<file path="src/rtl/psc_pkg.sv">
// Shared constants, types and state codes of the periodic slot conflict checker.
package psc_pkg;

    localparam int TIME_SLOTS = 1048576;

    localparam int START_W  = 20;
    localparam int FINISH_W = 21;
    localparam int PERIOD_W = 21;

    localparam int SLOT_W = $clog2(TIME_SLOTS);
    localparam int CUR_W  = ((SLOT_W > PERIOD_W) ? SLOT_W : PERIOD_W) + 1;

    localparam int WORD_BITS = 64;
    localparam int BIT_W     = 6;
    localparam int OCC_WORDS = (TIME_SLOTS + WORD_BITS - 1) / WORD_BITS;
    localparam int WADDR_W   = (OCC_WORDS > 1) ? $clog2(OCC_WORDS) : 1;

    localparam int EPOCH_W = 8;
    localparam int MEM_W   = EPOCH_W + WORD_BITS;

    localparam int QDEPTH = 2;
    localparam int QPTR_W = 1;
    localparam int QCNT_W = 2;

    localparam logic [CUR_W:0]   SLOTS_EXT = (CUR_W + 1)'(TIME_SLOTS);
    localparam logic [WADDR_W-1:0] LAST_WORD = WADDR_W'(OCC_WORDS - 1);

    typedef struct packed {
        logic [CUR_W-1:0]    start;
        logic [FINISH_W-1:0] len;
        logic [PERIOD_W-1:0] period;
        logic                last;
        logic                skip;
    } t_task;

    typedef struct packed {
        logic clearing;
    } t_back_stat;

    typedef enum logic [2:0] {
        ST_CLEAR,
        ST_IDLE,
        ST_SETUP,
        ST_RD,
        ST_WR,
        ST_DONE
    } t_state;

endpackage

</file>
<file path="src/rtl/psc_front.sv">
// Front stage: takes tasks from the command port and classifies them.
module psc_front (
    input  logic                           i_clk,
    input  logic                           i_rst_n,
    input  logic                           i_start,
    input  logic [psc_pkg::START_W-1:0]    i_start_req,
    input  logic [psc_pkg::FINISH_W-1:0]   i_finish,
    input  logic [psc_pkg::PERIOD_W-1:0]   i_period,
    input  logic                           i_last_of_set,
    input  logic                           i_q_full,
    output logic                           o_busy,
    output logic                           o_push,
    output psc_pkg::t_task                 o_task
);

    logic           r_valid;
    psc_pkg::t_task r_task;
    psc_pkg::t_task n_task;
    logic           accept;
    logic [psc_pkg::FINISH_W-1:0] start_ext;

    assign o_push = r_valid && !i_q_full;
    assign o_busy = r_valid && i_q_full;
    assign accept = i_start && !o_busy;
    assign o_task = r_task;

    // A task whose range is empty stays empty in every repeat, so it marks nothing.
    always_comb begin
        start_ext     = psc_pkg::FINISH_W'(i_start_req);
        n_task.start  = psc_pkg::CUR_W'(i_start_req);
        n_task.len    = i_finish - start_ext;
        n_task.period = i_period;
        n_task.last   = i_last_of_set;
        n_task.skip   = (i_finish <= start_ext)
                     || ({1'b0, n_task.start} >= psc_pkg::SLOTS_EXT);
    end

    always_ff @(posedge i_clk) begin
        if (!i_rst_n) begin
            r_valid <= 1'b0;
        end else begin
            r_valid <= accept || (r_valid && !o_push);
        end
    end

    always_ff @(posedge i_clk) begin
        if (accept) begin
            r_task <= n_task;
        end
    end

endmodule

</file>
<file path="config.mk">
export PLATFORM = sky130hd
export DESIGN_NAME = psc_front
export DESIGN_NICKNAME = d
export VERILOG_FILES = /design/src/rtl/psc_pkg.sv /design/src/rtl/psc_front.sv
export SDC_FILE = /design/constraint.sdc
export NUM_CORES = 1
export LEC_CHECK = 0
export BUFFER_PORTS_ARGS = -buffer_cell sky130_fd_sc_hd__buf_2
export CAP_MARGIN = 20
export CORE_UTILIZATION = 49
export DETAILED_ROUTE_END_ITERATION = 10
export PLACE_DENSITY = 0.77
export SETUP_SLACK_MARGIN = 0.5
export SYNTH_ARGS = -nofsm -noshare
export SYNTH_HDL_FRONTEND = slang
export SYNTH_SLANG_ARGS = --single-unit
</file>
<file path="constraint.sdc">
create_clock -name i_clk -period 5.4 [get_ports i_clk]
set_input_delay 0.27 -clock i_clk [delete_from_list [all_inputs] [get_ports i_clk]]
set_output_delay 0.27 -clock i_clk [all_outputs]
set_load 0.02 [all_outputs]
</file>
==> flow_metrics.py <==
metrics = {
    "status": {
        "outcome": "finished clean",
    },
    "clock_tree": {
        "number_of_buffers_created_by_cts": 9,
        "cts_hold_repair_buffers": 0,
        "htreeDepth": 3,
        "cts_repair_resize_count": 0,
        "cts_root_buffer": "clkbuf_8",
        "clkSinkCount": 65,
        "postCtsSetupRepairBufs": 0,
        "clkLatencyLatePin_ps": 340,
        "cts.reportedPaths.clkPinSlew_ps": 80,
        "tritoncts": "built",
        "ctsLongestPathBuffers": 2,
    },
    "sta": {
        "grt_setup_unrepaired": "false",
        "clock.fmax_ghz": 0.505,
        "worst_case_clock_skew_ps": 6.79,
        "setup_viol_count_final": 0,
        "final.min_clock_period_ps": 1980,
        "worst_max_slew_margin_expressed_relative_to_the_limit_pct": 58.8,
        "tns_ps": 0,
        "setup_ws_ps": 3420,
        "final.period_utilization_pct": 36.7,
        "slew_violations": 0,
        "report.final.hold_viol_count": 0,
        "worst_slew_pin_slew_ps": 618,
    },
    "critical_path": {
        "timing.critical_path.from_type": "primary input",
        "worstPathMaxFanout": 7,
        "worst-endpoint-required_ps": 5500,
        "worst_ep_arrival_time_ps": 2080,
        "timing.critical_path.to_type": "flop",
        "timing.setup.critical_path_class": "primary input to flop",
    },
    "synth": {
        "yosysUniqueCellTypes": 54,
        "netlist_area_before_placement_um2": 3380,
        "yosysSeqAreaShare_pct": 57.5,
        "synth-async-reset-ratio_pct": 0,
        "synth_top_area_share_pct": 56.9,
        "syn_inst": 276,
        "dominantRegCellSynth": "edfxtp_1",
        "synth-edff-count": 64,
        "post-synth-top-count-cell": "edfxtp_1",
        "synthTopCellsByArea": "edfxtp_1 57%, ha_1 7.4%, a21oi_1 3.3%",
        "cell_type_with_the_largest_total_area_after_synthesis": "edfxtp_1",
        "postSynthRegisterBits": 65,
        "synth_commonest_cells": "64 x edfxtp_1, 27 x inv_1, 22 x a21oi_1",
        "synth_area_per_cell_um2": 12.2,
        "yosysWarningCount": 0,
    },
    "die": {
        "io-pin-count": 135,
        "floorplan.initialDensity_pct": 52.0,
        "dieHeight_um": 85.0,
        "design.core.area_um2": 6490,
        "die-area_um2": 7230,
        "rows": 29,
        "die_width_um": 85.0,
    },
    "power": {
        "switching_share_pct": 27.2,
        "pwr-share-seq_pct": 43.6,
        "power.leakage_nw": 1.93,
        "p_switching_mw": 0.386,
        "clock_power_share_pct": 35.2,
        "cellInternalPower_mw": 1.03,
        "combinational_power_share_pct": 21.2,
        "peakVddDrop_mv": 0.148,
        "cellPowerDensity_nw_per_um2": 326,
    },
    "placement": {
        "dp_slack_ps": 3100,
        "numPortBuffers": 132,
        "place.gp.congestion": 0.844,
        "hpwl_um": 5560,
    },
    "global_route": {
        "grt_overflow": 0,
        "grt_max_degree": 51,
        "global_route_wire_length_before_repair_um": 11500,
        "grt_antenna_before_repair": 0,
        "globalRouteTotalUtil_pct": 20.6,
        "first_global_vias": 2433,
    },
    "cells_and_area": {
        "diode_count": 0,
        "area_growth_syn_to_layout_pct": 28.4,
        "nets": 499,
        "drive_above_1_share_pct": 38.9,
        "n_fill_cell": 493,
        "post-route-util_pct": 66.8,
    },
    "detailed_routing": {
        "dr_total_vias": 2668,
        "detail_route.wl_per_cell_um": 14.9,
        "postRouteAntennaNets": 0,
        "remaining_drc_errors": 0,
        "drt-vias-per-instance": 5.41,
        "routed_wl_um": 7360,
        "initialDrtViolationCount": 110,
        "drt-pass1-iter-count": 4,
    },
    "hold_path": {
        "hp-class": "primary input to flop",
    },
    "run": {
        "cap_violations": 0,
    },
}
## cell families after synthesis
kind of cell / synth area share, %
buffers and inverters: 4.78
adder cells (fa/ha/maj): 8.00
other: 0.111
AO/OA/AOI/OAI: 17.3
XOR/XNOR: 3.37
AND/OR/NAND/NOR: 9.00
flip-flops: 57.5
## layout by cell type, fill, tap and decap left out, types with 2 or more instances in the layout
master     synthesis  final
buf_2              6    132
edfxtp_1          64     64
inv_1             27     27
a21oi_1           22     22
ha_1              20     20
nand2_1           14     14
o21ai_0           13     13
nand3_1           10     10
nor2_1             9      9
clkbuf_8           0      9
xnor2_1            7      7
xor2_1             6      6
a21o_1             5      5
and3_1             4      4
o21ai_1            4      4
a211oi_1           4      4
o21a_1             4      4
nor3_1             4      4
nor2b_1            4      3
nand4_1            3      3
and2_1             3      3
a31oi_1            3      3
bufinv_16          0      3
a21oi_2            2      2
o31ai_1            2      2
a2bb2oi_1          2      2
or3_1              2      2
a211o_1            2      2
o32ai_1            2      2
conb_1             1      2
## worst max-delay path, cell delays in order
cell and delay (ps):
buf_2 110, ha_1 220, fa_1 410, nor2b_1 240, o31a_4 200, a21oi_4 90
o211a_1 230, a311o_1 310
## stage by stage
step                      power [mW]  hold WS, ps  std cells  cell area (um^2)
after floorplan                0.836          369        277              3380
after global placement         0.922          446        477              4090
after CTS                       1.43         94.5        493              4340
after detailed placement       0.927          448        477              4090
final                           1.42          104        493              4340
after global routing            1.48         86.2        493              4340
## final cells by class
| cell class | instances | area, um^2 | area share [%] |
|---|---|---|---|
| clock inverter | 6 | 115 | 2.65 |
| multi-input combinational | 175 | 1290 | 29.7 |
| inverter | 27 | 101 | 2.34 |
| sequential | 65 | 1940 | 44.8 |
| clock buffer | 10 | 128 | 2.94 |
| timing repair buffer | 133 | 668 | 15.4 |
| tap | 77 | 96.3 | 2.22 |
## metal layers
metal	GRT usage (%)	wire, um	up-vias
met4	7.86	70	0
met3	4.57	538	6
met2	34.7	3600	110
li1	-	-	1307
met5	0	0	-
met1	26.1	3150	1245
## power groups by stage
stage / registers (mW) / clock network [mW] / logic (mW)
2_1_floorplan: 0.684 / 0 / 0.152
3_3_place_gp: 0.628 / 0 / 0.294
3_5_place_dp: 0.629 / 0 / 0.298
4_1_cts: 0.618 / 0.508 / 0.301
5_1_grt: 0.620 / 0.528 / 0.327
6_report: 0.617 / 0.499 / 0.299
## flip-flops by register name, summed over array words and instances, names as in the netlist
register,count
o_task,64
r_valid,1
## final timing paths
check | start | end | slack (ps) | cells after the start
worst max register to register | r_valid | o_task[62] | 3590 | 3
worst min-delay path | i_period[8] | o_task[10] | 100 | 1
worst max-delay path | i_start_req[0] | o_task[41] | 3420 | 8
worst min register to register | r_valid | r_valid | 680 | 2
No activity file was read; power rests on OpenSTA's default activity.
