**src/rtl/psc_pkg.sv**
```systemverilog
// Shared constants, types and state codes of the periodic slot conflict checker.
package psc_pkg;

    localparam int TIME_SLOTS = 1048576;

    localparam int START_W  = 20;
    localparam int FINISH_W = 21;
    localparam int PERIOD_W = 21;

    localparam int SLOT_W = $clog2(TIME_SLOTS);
    localparam int CUR_W  = ((SLOT_W > PERIOD_W) ? SLOT_W : PERIOD_W) + 1;

    localparam int WORD_BITS = 64;
    localparam int BIT_W     = 6;
    localparam int OCC_WORDS = (TIME_SLOTS + WORD_BITS - 1) / WORD_BITS;
    localparam int WADDR_W   = (OCC_WORDS > 1) ? $clog2(OCC_WORDS) : 1;

    localparam int EPOCH_W = 8;
    localparam int MEM_W   = EPOCH_W + WORD_BITS;

    localparam int QDEPTH = 2;
    localparam int QPTR_W = 1;
    localparam int QCNT_W = 2;

    localparam logic [CUR_W:0]   SLOTS_EXT = (CUR_W + 1)'(TIME_SLOTS);
    localparam logic [WADDR_W-1:0] LAST_WORD = WADDR_W'(OCC_WORDS - 1);

    typedef struct packed {
        logic [CUR_W-1:0]    start;
        logic [FINISH_W-1:0] len;
        logic [PERIOD_W-1:0] period;
        logic                last;
        logic                skip;
    } t_task;

    typedef struct packed {
        logic clearing;
    } t_back_stat;

    typedef enum logic [2:0] {
        ST_CLEAR,
        ST_IDLE,
        ST_SETUP,
        ST_RD,
        ST_WR,
        ST_DONE
    } t_state;

endpackage

```
**src/rtl/psc_fifo.sv**
```systemverilog
// Short task queue between the front and back stages.
module psc_fifo (
    input  logic           i_clk,
    input  logic           i_rst_n,
    input  logic           i_push,
    input  psc_pkg::t_task i_task,
    input  logic           i_pop,
    output logic           o_full,
    output logic           o_empty,
    output psc_pkg::t_task o_task
);

    psc_pkg::t_task                r_slot [psc_pkg::QDEPTH];
    logic [psc_pkg::QPTR_W-1:0]    r_wptr;
    logic [psc_pkg::QPTR_W-1:0]    r_rptr;
    logic [psc_pkg::QCNT_W-1:0]    r_count;
    logic                          do_push;
    logic                          do_pop;

    assign o_full  = (r_count == psc_pkg::QCNT_W'(psc_pkg::QDEPTH));
    assign o_empty = (r_count == '0);
    assign do_push = i_push && !o_full;
    assign do_pop  = i_pop && !o_empty;
    assign o_task  = r_slot[r_rptr];

    always_ff @(posedge i_clk) begin
        if (!i_rst_n) begin
            r_wptr  <= '0;
            r_rptr  <= '0;
            r_count <= '0;
        end else begin
            if (do_push) begin
                r_wptr <= r_wptr + 1'b1;
            end
            if (do_pop) begin
                r_rptr <= r_rptr + 1'b1;
            end
            if (do_push && !do_pop) begin
                r_count <= r_count + 1'b1;
            end else if (do_pop && !do_push) begin
                r_count <= r_count - 1'b1;
            end
        end
    end

    always_ff @(posedge i_clk) begin
        if (do_push) begin
            r_slot[r_wptr] <= i_task;
        end
    end

endmodule

```
**config.mk**
```make
export PLATFORM = sky130hd
export DESIGN_NAME = psc_fifo
export DESIGN_NICKNAME = d
export VERILOG_FILES = /design/src/rtl/psc_pkg.sv /design/src/rtl/psc_fifo.sv
export SDC_FILE = /design/constraint.sdc
export NUM_CORES = 1
export LEC_CHECK = 0
export ABC_AREA = 1
export BUFFER_PORTS_ARGS = -buffer_cell sky130_fd_sc_hd__buf_2
export CORE_UTILIZATION = 30
export DETAILED_ROUTE_END_ITERATION = 8
export SLEW_MARGIN = 0
export SYNTH_ARGS = -nofsm -noshare
export SYNTH_HDL_FRONTEND = slang
export SYNTH_SLANG_ARGS = --single-unit
```
**constraint.sdc**
```tcl
create_clock -name i_clk -period 9.7 [get_ports i_clk]
set_input_delay 0.485 -clock i_clk [delete_from_list [all_inputs] [get_ports i_clk]]
set_output_delay 0.485 -clock i_clk [all_outputs]
set_load 0.01 [all_outputs]
```
==> impl_metrics.prom, run 1 <==
# TYPE chip_impl_metric gauge
chip_impl_metric{name="finalSetupViolations",unit=""} 0
chip_impl_info{name="highest_count_cells_in_the_layout_ignoring_fill_and_taps",value="sky130_fd_sc_hd__buf_2 (137), sky130_fd_sc_hd__edfxtp_1 (132), sky130_fd_sc_hd__mux2_4 (40)"} 1
chip_impl_info{name="grt_setup_unrepaired",value="false"} 1
chip_impl_metric{name="critical_path_required",unit="ps"} 9220
chip_impl_metric{name="synth_nets",unit=""} 314
chip_impl_info{name="hold_crit_path_type",value="input pin to flop"} 1
chip_impl_metric{name="detail_route.iter0.violations",unit=""} 113
chip_impl_metric{name="grt_usage",unit="%"} 10.71
chip_impl_metric{name="area_growth_syn_to_layout",unit="%"} 29.29
chip_impl_metric{name="final_core_util",unit="%"} 39.98
chip_impl_metric{name="seq_area_frac_synth",unit="%"} 78.68
chip_impl_metric{name="h_tree_depth",unit=""} 4
chip_impl_metric{name="grt_start_max_net_pins",unit=""} 67
chip_impl_info{name="critPathCaptureType",value="output pin"} 1
chip_impl_metric{name="cts.sink_count",unit=""} 137
chip_impl_metric{name="die_width",unit="um"} 133.2
chip_impl_metric{name="fin_crit",unit="ps"} 2597
chip_impl_metric{name="yosysUniqueCellTypes",unit=""} 15
chip_impl_metric{name="route.antenna.remaining_nets",unit=""} 0
chip_impl_metric{name="worst_slew_margin_rel",unit="%"} 25.17
chip_impl_metric{name="cts-resized-gates",unit=""} 0
chip_impl_metric{name="clock_network_fraction_of_total_power",unit="%"} 35.1
chip_impl_metric{name="num-fill-cells",unit=""} 1557
chip_impl_metric{name="fin_skew",unit="ps"} 6.674
chip_impl_metric{name="netlist_instances",unit=""} 243
chip_impl_metric{name="power.share.switching",unit="%"} 25.48
chip_impl_metric{name="drive_gt1_share",unit="%"} 58.23
chip_impl_metric{name="ys_warn_count",unit=""} 0
chip_impl_metric{name="routed-via-count",unit=""} 2639
chip_impl_metric{name="initial_utilization",unit="%"} 30.93
chip_impl_metric{name="maxClockFrequency",unit="GHz"} 0.3850
chip_impl_metric{name="timing.final.hold_violations",unit=""} 0
chip_impl_info{name="final_common_cell",value="sky130_fd_sc_hd__buf_2"} 1
chip_impl_metric{name="routedWlPerCell",unit="um"} 14.34
chip_impl_metric{name="dieArea",unit="mm2"} 0.01774
chip_impl_metric{name="cp.arrival",unit="ps"} 2110
chip_impl_metric{name="cts_setup_buffers",unit=""} 0
chip_impl_metric{name="worstMarginPinSlew",unit="ps"} 1122
chip_impl_metric{name="clock_transition_at_the_registers_of_the_reported_paths",unit="ps"} 60
chip_impl_metric{name="final.setup.tns",unit="ps"} 0
chip_impl_metric{name="ioPinCount",unit=""} 138
chip_impl_metric{name="grt_pass1_vias",unit=""} 2797
chip_impl_metric{name="tritoncts.num_buffers",unit=""} 17
chip_impl_metric{name="comb_power_share",unit="%"} 19.9
chip_impl_metric{name="finish.net_count",unit=""} 465
chip_impl_metric{name="finalMaxSlewViolations",unit=""} 0
chip_impl_metric{name="internal_power",unit="uW"} 1337
chip_impl_metric{name="remaining_drc_errors",unit=""} 0
chip_impl_metric{name="seqPwrFrac",unit="%"} 45.1
chip_impl_metric{name="avgViaCountPerCell",unit=""} 4.209
chip_impl_info{name="outcome",value="finished clean"} 1
chip_impl_metric{name="switching_power",unit="uW"} 457.3
chip_impl_metric{name="gr-total-overflow",unit=""} 0
chip_impl_info{name="buffer_type_at_the_clock_tree_root",value="sky130_fd_sc_hd__clkbuf_16"} 1
chip_impl_metric{name="drt_pre_antenna_iters",unit=""} 4
chip_impl_metric{name="max_fanout_on_critical_path",unit=""} 66
chip_impl_info{name="cts_tree",value="yes"} 1
chip_impl_metric{name="place.gp.congestion",unit=""} 0.6235
chip_impl_metric{name="period_utilization",unit="%"} 26.77
chip_impl_info{name="timing.setup.critical_path_class",value="flop to output pin"} 1
chip_impl_metric{name="cts_hold_buffers",unit=""} 0
chip_impl_metric{name="timing.max_cap.violations",unit=""} 0
chip_impl_metric{name="max-vdd-ir-drop",unit="mV"} 0.1418
chip_impl_metric{name="grt_first_pass_wirelength",unit="um"} 14000
chip_impl_metric{name="avgSynthCellArea",unit="um2"} 21.25
chip_impl_metric{name="core_area",unit="mm2"} 0.01670
chip_impl_metric{name="insertedDiodeCount",unit=""} 0
chip_impl_metric{name="leak_pwr",unit="uW"} 0.002582
chip_impl_metric{name="clock_tree_buffer_depth",unit=""} 2
chip_impl_metric{name="fp.dieH",unit="um"} 133.2
chip_impl_metric{name="dp_hpwl",unit="um"} 5602
chip_impl_metric{name="rows",unit=""} 47
chip_impl_metric{name="aggregate_routed_wire_length",unit="um"} 8991
chip_impl_info{name="cp-start-kind",value="flop"} 1
chip_impl_metric{name="power.density",unit="mW/mm2"} 268.7
chip_impl_metric{name="mappedNetlistArea",unit="mm2"} 0.005165
chip_impl_metric{name="clock_insertion_delay_worst_skew",unit="ps"} 400
chip_impl_metric{name="synth.ff_latch_count",unit=""} 137
chip_impl_metric{name="numPortBuffers",unit=""} 137
chip_impl_metric{name="antenna_found_initial",unit=""} 0
-- registers in the layout (all words and copies together) (netlist names), named ones only --
name / count
r_rptr: 1
r_count: 2
r_wptr: 1
r_slot: 132
-- power groups by stage --
| stage | Combinational, uW | Clock [uW] | Sequential, uW |
|---|---|---|---|
| after floorplan | 270 | 0 | 785 |
| after global placement | 358 | 0 | 820 |
| after detailed placement | 364 | 0 | 824 |
| after CTS | 365 | 648 | 812 |
| after global routing | 387 | 671 | 821 |
| final | 356 | 629 | 809 |
-- path summary, 6_finish.rpt --
path	endpoint	cells after the start	startpoint	slack, ps
max reg2reg	r_slot[1][11]	4	r_count[1]	7840
max	o_task[57]	2	flop	7100
min	r_slot[1][61]	1	i_task[61]	260
min reg2reg	r_rptr	2	r_rptr	510
-- kinds of logic after synthesis --
group / count (synthesis) / synth area share, %
muxes: 66 / 17.30
buffers and inverters: 16 / 1.938
DFF: 137 / 78.68
and+or+nand+nor: 19 / 1.453
AOI/OAI and AO/OA: 4 / 0.3874
adders and majority gates: 1 / 0.2422
-- metrics by stage --
step | hold WS (ps) | setup slack (ps) | cells | power (uW) | instance area [um2]
4_1_cts | 232.6 | 7044 | 627 | 1825 | 6678
3_3_place_gp | 476.1 | 7510 | 595 | 1178 | 6093
2_1_floorplan | 466.9 | 5862 | 243 | 1054 | 5165
5_1_grt | 234.3 | 6965 | 627 | 1879 | 6678
3_5_place_dp | 498.5 | 7503 | 595 | 1188 | 6093
6_report | 264.6 | 7103 | 627 | 1795 | 6678
-- final cells by class --
class	instances	area, um2	area share, %
Tap cell	220	275.3	4.122
Clock buffer	17	425.4	6.371
Inverter	9	33.78	0.5059
Timing Repair Buffer	139	700.7	10.49
Sequential cell	137	4068	60.91
Multi-Input combinational cell	90	1016	15.21
Clock inverter	15	158.9	2.380
-- critical path, stage by stage (launching register included) --
cell and delay (ps):
sky130_fd_sc_hd__dfxtp_4 1060, sky130_fd_sc_hd__mux2_2 420, sky130_fd_sc_hd__buf_2 140
-- cells in the mapped netlist --
master | instances | share of area, %
sky130_fd_sc_hd__buf_2 | 2 | 0.19
sky130_fd_sc_hd__ha_1 | 1 | 0.24
sky130_fd_sc_hd__inv_1 | 9 | 0.65
sky130_fd_sc_hd__mux2_4 | 40 | 12
sky130_fd_sc_hd__mux2_2 | 26 | 5.7
sky130_fd_sc_hd__o21ai_1 | 1 | 0.097
sky130_fd_sc_hd__a21oi_1 | 1 | 0.097
sky130_fd_sc_hd__dfxtp_1 | 5 | 1.9
sky130_fd_sc_hd__nor2_1 | 11 | 0.80
sky130_fd_sc_hd__nand3_1 | 1 | 0.097
sky130_fd_sc_hd__buf_6 | 5 | 1.1
sky130_fd_sc_hd__nand2_1 | 6 | 0.44
sky130_fd_sc_hd__nand4_1 | 1 | 0.12
sky130_fd_sc_hd__o21ai_0 | 2 | 0.19
sky130_fd_sc_hd__edfxtp_1 | 132 | 77
-- metal layers --
metal / part of all wire [%] / routed length (um) / global-route usage [%] / vias to the layer above
met1: 40 / 3622 / 11.32 / 1296
met5: 0 / 0 / 0 / -
met3: 6.8 / 614 / 4.833 / 7
li1: - / - / - / 1242
met2: 52 / 4645 / 18.44 / 94
met4: 1.2 / 108 / 4.545 / 0
Note: power is estimated with default switching activity, not from simulation.
==> run 2, diff against run 1 <==
Settings changed: ABC_AREA 1 to 0.
Clock period 9.7 ns to 2.1 ns, I/O delays scaled along.
==> impl_metrics.prom, run 2 <==
# TYPE chip_impl_metric gauge
chip_impl_metric{name="fin_area",unit="mm2"} 0.007298
chip_impl_metric{name="cp.arrival",unit="ps"} 1750
chip_impl_metric{name="mappedNetlistArea",unit="mm2"} 0.005004
chip_impl_metric{name="clock_network_fraction_of_total_power",unit="%"} 36.6
chip_impl_metric{name="clock_transition_at_the_registers_of_the_reported_paths",unit="ps"} 60
chip_impl_metric{name="route.antenna.remaining_nets",unit=""} 0
chip_impl_metric{name="internal_power",unit="uW"} 6445
chip_impl_metric{name="critPathMaxStageDelay",unit="ps"} 510
chip_impl_metric{name="max-vdd-ir-drop",unit="mV"} 0.5888
chip_impl_metric{name="synth_nets",unit=""} 301
chip_impl_metric{name="grt_start_max_net_pins",unit=""} 67
chip_impl_metric{name="fin_skew",unit="ps"} 4.581
chip_impl_metric{name="dp_hpwl",unit="um"} 5940
chip_impl_metric{name="synth_async_sr_flop_share",unit="%"} 0
chip_impl_metric{name="aggregate_routed_wire_length",unit="um"} 9752
chip_impl_metric{name="max_fanout_on_critical_path",unit=""} 18
chip_impl_info{name="regMostFlops",value="r_slot"} 1
chip_impl_metric{name="tritoncts.num_buffers",unit=""} 17
chip_impl_metric{name="synth.ff_latch_count",unit=""} 137
chip_impl_metric{name="worst-path-buf-inv",unit=""} 2
chip_impl_metric{name="clock_tree_buffer_depth",unit=""} 2
chip_impl_metric{name="yosysUniqueCellTypes",unit=""} 23
chip_impl_metric{name="ioPinCount",unit=""} 138
chip_impl_metric{name="grt_first_pass_wirelength",unit="um"} 15930
chip_impl_metric{name="maxClockFrequency",unit="GHz"} 0.5384
chip_impl_metric{name="dieArea",unit="mm2"} 0.01720
chip_impl_metric{name="seq_area_frac_synth",unit="%"} 81.22
chip_impl_metric{name="hold_slack",unit="ps"} 85.19
chip_impl_metric{name="cts.sink_count",unit=""} 137
chip_impl_metric{name="rows",unit=""} 46
chip_impl_metric{name="timing.max_cap.violations",unit=""} 0
chip_impl_metric{name="gr-total-overflow",unit=""} 0
chip_impl_metric{name="ys_warn_count",unit=""} 0
chip_impl_info{name="cts_tree",value="yes"} 1
chip_impl_info{name="critPathCaptureType",value="output pin"} 1
chip_impl_metric{name="cts_hold_buffers",unit=""} 67
chip_impl_metric{name="routed-via-count",unit=""} 2840
chip_impl_metric{name="period_utilization",unit="%"} 88.44
chip_impl_metric{name="largest_register_ff_count",unit=""} 132
chip_impl_metric{name="worst_slew_margin_rel",unit="%"} 71.41
chip_impl_metric{name="fp.dieH",unit="um"} 131.1
chip_impl_metric{name="grt_pass1_vias",unit=""} 3235
chip_impl_info{name="netlist_top_cells_count",value="sky130_fd_sc_hd__edfxtp_1 (132), sky130_fd_sc_hd__mux2_1 (40), sky130_fd_sc_hd__mux2_2 (26)"} 1
chip_impl_metric{name="finalMaxSlewViolations",unit=""} 0
chip_impl_metric{name="drive_gt1_share",unit="%"} 43.94
chip_impl_metric{name="placed_inst_area",unit="mm2"} 0.005998
chip_impl_metric{name="cts_setup_buffers",unit=""} 0
chip_impl_metric{name="grt_usage",unit="%"} 12.25
chip_impl_metric{name="post_route_setup_slack",unit="ps"} 242.8
chip_impl_metric{name="numPortBuffers",unit=""} 137
chip_impl_info{name="hold_crit_path_type",value="input pin to flop"} 1
chip_impl_metric{name="place_worst_setup_slack",unit="ps"} 510.1
chip_impl_metric{name="initial_utilization",unit="%"} 31.16
chip_impl_metric{name="finish.net_count",unit=""} 522
chip_impl_metric{name="h_tree_depth",unit=""} 4
chip_impl_metric{name="synth-edff-count",unit=""} 132
chip_impl_metric{name="core_area",unit="mm2"} 0.01606
chip_impl_metric{name="synth_largest_type_area_fraction",unit="%"} 79.22
chip_impl_metric{name="switching_power",unit="uW"} 2201
chip_impl_metric{name="fin_crit",unit="ps"} 1857
chip_impl_metric{name="netlist_instances",unit=""} 230
chip_impl_metric{name="leak_pwr",unit="uW"} 0.002756
chip_impl_info{name="synth_largest_area_cell",value="sky130_fd_sc_hd__edfxtp_1"} 1
chip_impl_metric{name="worstMarginPinSlew",unit="ps"} 428.9
chip_impl_metric{name="drt_pre_antenna_iters",unit=""} 4
chip_impl_metric{name="num-fill-cells",unit=""} 1401
chip_impl_info{name="timing.setup.critical_path_class",value="flop to output pin"} 1
chip_impl_metric{name="antenna_found_initial",unit=""} 0
chip_impl_info{name="synth.most_common_cell",value="sky130_fd_sc_hd__edfxtp_1"} 1
chip_impl_metric{name="cts-resized-gates",unit=""} 0
chip_impl_metric{name="clock_insertion_delay_worst_skew",unit="ps"} 410
chip_impl_metric{name="avgViaCountPerCell",unit=""} 4.189
chip_impl_info{name="final_common_cell",value="sky130_fd_sc_hd__buf_2"} 1
chip_impl_metric{name="power.density",unit="mW/mm2"} 1185
chip_impl_info{name="cell_family_with_the_largest_share_of_critical_path_delay",value="flip-flops"} 1
chip_impl_metric{name="area_growth_syn_to_layout",unit="%"} 45.86
chip_impl_metric{name="timing.final.hold_violations",unit=""} 0
chip_impl_info{name="yosys-top-cells-area",value="sky130_fd_sc_hd__edfxtp_1 (79%), sky130_fd_sc_hd__mux2_1 (9.0%), sky130_fd_sc_hd__mux2_2 (5.9%), sky130_fd_sc_hd__dfxtp_1 (2.0%), sky130_fd_sc_hd__buf_6 (0.90%)"} 1
chip_impl_info{name="buffer_type_at_the_clock_tree_root",value="sky130_fd_sc_hd__clkbuf_16"} 1
chip_impl_metric{name="seqPwrFrac",unit="%"} 41.5
chip_impl_metric{name="detail_route.iter0.violations",unit=""} 133
chip_impl_metric{name="finalSetupViolations",unit=""} 0
chip_impl_metric{name="remaining_drc_errors",unit=""} 0
chip_impl_info{name="highest_count_cells_in_the_layout_ignoring_fill_and_taps",value="sky130_fd_sc_hd__buf_2 (137), sky130_fd_sc_hd__edfxtp_1 (132), sky130_fd_sc_hd__dlygate4sd3_1 (67)"} 1
chip_impl_metric{name="avgSynthCellArea",unit="um2"} 21.75
chip_impl_metric{name="insertedDiodeCount",unit=""} 0
chip_impl_info{name="cp-start-kind",value="flop"} 1
chip_impl_metric{name="power.share.switching",unit="%"} 25.46
chip_impl_info{name="ys_dominant_reg_cell",value="sky130_fd_sc_hd__edfxtp_1"} 1
chip_impl_metric{name="place.gp.congestion",unit=""} 0.6728
chip_impl_metric{name="routedWlPerCell",unit="um"} 14.38
chip_impl_info{name="timing.critical_path.slowest_stage_cell",value="sky130_fd_sc_hd__dfxtp_4"} 1
chip_impl_info{name="reg_top3",value="r_slot (132), r_count (2)"} 1
chip_impl_metric{name="die_width",unit="um"} 131.1
chip_impl_info{name="timing.critical_path.cells",value="buf_4 > mux2_1 > buf_2"} 1
chip_impl_metric{name="comb_power_share",unit="%"} 22.0
chip_impl_metric{name="critical_path_required",unit="ps"} 2000
chip_impl_info{name="grt_setup_unrepaired",value="false"} 1
chip_impl_info{name="outcome",value="finished clean"} 1
[run 2: cell types whose count changed after synthesis, moves of 2 or more]
| cell | delta |
|---|---|
| sky130_fd_sc_hd__and2_1 | +3 |
| sky130_fd_sc_hd__inv_1 | -8 |
| sky130_fd_sc_hd__nor2_1 | -9 |
| sky130_fd_sc_hd__nand2_1 | -6 |
| sky130_fd_sc_hd__mux2_1 | +40 |
| sky130_fd_sc_hd__mux2_4 | -40 |
| sky130_fd_sc_hd__xnor2_1 | +2 |
[run 2: power by group through the flow]
stage	Combinational [uW]	Clock, uW	Sequential (uW)
global route	2070	3350	3630
global placement	1820	0	3620
finish	1900	3160	3590
CTS	1950	3250	3590
floorplan	1170	0	3580
detailed placement	1840	0	3650
[run 2: per-stage QoR]
stage / utilization [%] / cells / setup TNS (ps) / total power (uW)
final: 45.45 / 678 / 0 / 8646
after global routing: 45.45 / 678 / 0 / 9046
after CTS: 45.45 / 678 / 0 / 8784
after detailed placement: 37.35 / 581 / 0 / 5484
after global placement: 37.35 / 581 / 0 / 5441
after floorplan: - / 230 / -33130 / 4750
[run 2: cell type report]
class / count / area (um2) / area share, %
multi-input cells: 84 / 888.4 / 12.17
inverters: 2 / 10.01 / 0.1372
clock inverters: 13 / 203.9 / 2.794
repair buffers: 209 / 1431 / 19.61
flip-flops and latches: 137 / 4069 / 55.75
clock buffers: 17 / 425.4 / 5.829
well taps: 216 / 270.3 / 3.703
[run 2: final timing paths]
| check | start | endpoint | slack (ps) | cells after the start |
|---|---|---|---|---|
| setup / recovery | flop | o_task[9] | 240 | 3 |
| hold reg to reg | r_rptr | flop | 580 | 2 |
| hold / removal | i_push | r_wptr | 90 | 3 |
| setup reg to reg | r_count[0] | r_slot[0][21] | 530 | 4 |
[run 2: kinds of logic (layout without fill, tap and decap cells)]
kind of cell | after synthesis | count (layout) | share of synthesized area [%]
flops | 137 | 137 | 81.22
mux | 66 | 66 | 14.85
simple gates | 9 | 9 | 1.101
buf+inv | 9 | 241 | 1.400
compound gates | 5 | 5 | 0.6501
xor+xnor | 3 | 3 | 0.5252
fa+ha+maj | 1 | 1 | 0.2500
[run 2: worst register-to-register path: stages, from the launching register on]
cell	delay, ps
sky130_fd_sc_hd__dfxtp_2	380
sky130_fd_sc_hd__nand2b_4	160
sky130_fd_sc_hd__inv_4	50
sky130_fd_sc_hd__nor3_4	200
sky130_fd_sc_hd__buf_4	430
[run 2: metal layers]
layer / wire, um / share of wire (%) / up-vias / global-route usage, %
met4: 206 / 2.1 / 0 / 6.275
met2: 4993 / 51 / 96 / 21.45
met3: 636 / 6.5 / 15 / 4.707
li1: - / - / 1352 / -
met1: 3916 / 40 / 1377 / 12.70
met5: 0 / 0 / - / 0
==> run 3, diff against run 2 <==
--- a/config.mk
+++ b/config.mk
@@ -8,4 +8,5 @@
 export ABC_AREA = 0
 export BUFFER_PORTS_ARGS = -buffer_cell sky130_fd_sc_hd__buf_2
+export CORE_ASPECT_RATIO = 2
 export CORE_UTILIZATION = 30
 export DETAILED_ROUTE_END_ITERATION = 8
==> constraint.sdc (replaced) <==
create_clock -name i_clk -period 2.1 [get_ports i_clk]
set_input_delay 0.42 -clock i_clk [delete_from_list [all_inputs] [get_ports i_clk]]
set_output_delay 0.42 -clock i_clk [all_outputs]
set_load 0.01 [all_outputs]
==> impl_metrics.prom, run 3 (synthesized netlist as in run 2, its figures left out) <==
# TYPE chip_impl_metric gauge
chip_impl_info{name="timing.critical_path.cells",value="buf_12 > mux2_1 > buf_2"} 1
chip_impl_metric{name="cts_hold_buffers",unit=""} 0
chip_impl_info{name="highest_count_cells_in_the_layout_ignoring_fill_and_taps",value="sky130_fd_sc_hd__buf_2 (137), sky130_fd_sc_hd__edfxtp_1 (132), sky130_fd_sc_hd__mux2_1 (40)"} 1
chip_impl_info{name="buffer_type_at_the_clock_tree_root",value="sky130_fd_sc_hd__clkbuf_16"} 1
chip_impl_metric{name="cts.sink_count",unit=""} 137
chip_impl_metric{name="num-fill-cells",unit=""} 1512
chip_impl_metric{name="fp.dieH",unit="um"} 184.6
chip_impl_metric{name="die_width",unit="um"} 93.32
chip_impl_metric{name="finalSetupViolations",unit=""} 0
chip_impl_metric{name="initial_utilization",unit="%"} 30.76
chip_impl_metric{name="clock_insertion_delay_worst_skew",unit="ps"} 420
chip_impl_info{name="cts_tree",value="yes"} 1
chip_impl_metric{name="worstMarginPinSlew",unit="ps"} 388.2
chip_impl_info{name="grt_setup_unrepaired",value="false"} 1
chip_impl_metric{name="finalMaxSlewViolations",unit=""} 0
chip_impl_metric{name="cp.arrival",unit="ps"} 1550
chip_impl_metric{name="dieArea",unit="mm2"} 0.01723
chip_impl_metric{name="routed-via-count",unit=""} 2593
chip_impl_metric{name="rr_worst_depth",unit=""} 6
chip_impl_metric{name="multi_input_area",unit="um2"} 888.4
chip_impl_metric{name="remaining_drc_errors",unit=""} 0
chip_impl_metric{name="area_growth_syn_to_layout",unit="%"} 32.13
chip_impl_metric{name="ioPinCount",unit=""} 138
chip_impl_metric{name="clock_tree_buffer_depth",unit=""} 2
chip_impl_metric{name="maxClockFrequency",unit="GHz"} 0.5066
chip_impl_metric{name="numPortBuffers",unit=""} 137
chip_impl_metric{name="register_area",unit="mm2"} 0.004069
chip_impl_info{name="outcome",value="finished clean"} 1
chip_impl_metric{name="critPathMaxStageDelay",unit="ps"} 410
chip_impl_metric{name="grt_usage",unit="%"} 11.64
chip_impl_metric{name="dp_cells",unit=""} 569
chip_impl_metric{name="gr-total-overflow",unit=""} 0
chip_impl_metric{name="final_core_util",unit="%"} 40.64
chip_impl_metric{name="cts-resized-gates",unit=""} 0
chip_impl_metric{name="avgViaCountPerCell",unit=""} 4.286
chip_impl_metric{name="core_area",unit="mm2"} 0.01627
chip_impl_metric{name="drt_pre_antenna_iters",unit=""} 4
chip_impl_metric{name="power.density",unit="mW/mm2"} 1255
chip_impl_info{name="cell_family_with_the_largest_share_of_critical_path_delay",value="flip-flops"} 1
chip_impl_metric{name="routedWlPerCell",unit="um"} 15.78
chip_impl_metric{name="rows",unit=""} 66
chip_impl_metric{name="clock_transition_at_the_registers_of_the_reported_paths",unit="ps"} 60
chip_impl_metric{name="fin_crit",unit="ps"} 1974
chip_impl_info{name="critPathCaptureType",value="output pin"} 1
chip_impl_metric{name="fin_skew",unit="ps"} 9.929
chip_impl_metric{name="drive_gt1_share",unit="%"} 51.75
chip_impl_metric{name="timing.max_cap.violations",unit=""} 0
chip_impl_metric{name="antenna_found_initial",unit=""} 3
chip_impl_metric{name="h_tree_depth",unit=""} 4
chip_impl_metric{name="detail_route.iter0.violations",unit=""} 79
chip_impl_metric{name="route.antenna.remaining_nets",unit=""} 0
chip_impl_metric{name="finish.net_count",unit=""} 458
chip_impl_metric{name="grt_pass1_vias",unit=""} 2810
chip_impl_metric{name="layoutNonFillerInstCount",unit=""} 605
chip_impl_metric{name="period_utilization",unit="%"} 94.00
chip_impl_metric{name="final.setup.tns",unit="ps"} 0
chip_impl_info{name="cp-start-kind",value="flop"} 1
chip_impl_info{name="regMostFlops",value="r_slot"} 1
chip_impl_metric{name="tritoncts.num_buffers",unit=""} 17
chip_impl_metric{name="leak_pwr",unit="uW"} 0.002463
chip_impl_metric{name="grt_start_max_net_pins",unit=""} 68
chip_impl_metric{name="grt_first_pass_wirelength",unit="um"} 14160
chip_impl_metric{name="max-vdd-ir-drop",unit="mV"} 0.7428
chip_impl_metric{name="hold_depth",unit=""} 1
chip_impl_metric{name="aggregate_routed_wire_length",unit="um"} 9549
chip_impl_metric{name="max_fanout_on_critical_path",unit=""} 29
chip_impl_info{name="final_common_cell",value="sky130_fd_sc_hd__buf_2"} 1
chip_impl_metric{name="critical_path_cell_count",unit=""} 3
chip_impl_metric{name="critical_path_required",unit="ps"} 1680
chip_impl_info{name="reg_top3",value="r_slot (132), r_count (2)"} 1
chip_impl_metric{name="hold_slack",unit="ps"} 187.8
chip_impl_info{name="timing.critical_path.slowest_stage_cell",value="sky130_fd_sc_hd__dfxtp_4"} 1
chip_impl_metric{name="largest_register_ff_count",unit=""} 132
chip_impl_info{name="hold_crit_path_type",value="input pin to flop"} 1
chip_impl_metric{name="dp_hpwl",unit="um"} 6561
chip_impl_metric{name="fin_total_pwr",unit="uW"} 8296
chip_impl_metric{name="worst_slew_margin_rel",unit="%"} 74.12
chip_impl_metric{name="worst-path-buf-inv",unit=""} 2
chip_impl_info{name="timing.setup.critical_path_class",value="flop to output pin"} 1
chip_impl_metric{name="place.gp.congestion",unit=""} 0.6976
chip_impl_metric{name="timing.final.hold_violations",unit=""} 0
run 3: what timing repair did:
action,CTS,global route
endpoints found under the hold margin,0,0
buffers inserted,3,0
endpoints found under the setup margin,33,0
run 3: where the power goes:
group / internal, uW / switching (uW) / total (uW) / leakage, uW
combinational: 883 / 997 / 1880 / 0.000914
sequential: 3440 / 120 / 3560 / 0.00127
clock: 1750 / 1110 / 2850 / 0.000274
total: 6070 / 2220 / 8300 / 0.00246
run 3: path summary, 6_finish.rpt:
check	from	end	slack, ps
max	flop	o_task[19]	130
min	i_task[59]	r_slot[0][59]	190
max reg2reg	r_count[1]	r_count[1]	570
min reg2reg	r_count[1]	r_count[1]	580
run 3: per-layer routing:
metal | share of wire, % | global-route usage (%) | vias to the layer above
li1 | - | - | 1228
met1 | 32 | 9.544 | 1263
met2 | 60 | 22.32 | 79
met3 | 5.1 | 4.125 | 19
met4 | 2.7 | 7.569 | 4
met5 | 0.27 | 0 | -
run 3: area by class of cell:
| class | count | share of cell area [%] |
|---|---|---|
| multi-input combinational | 84 | 13.44 |
| clock buffer | 18 | 6.491 |
| inverter | 2 | 0.1514 |
| clock inverter | 14 | 2.252 |
| timing repair buffer | 145 | 12.23 |
| antenna | 1 | 0.03785 |
| tap | 204 | 3.861 |
| sequential | 137 | 61.54 |
run 3: stage by stage:
stage | worst slack, ps | instance area (um2)
global placement | 403.0 | 6008
finish | 126.0 | 6611
floorplan | -495.9 | 5022
detailed placement | 385.6 | 6008
CTS | 57.00 | 6609
global route | 34.66 | 6611
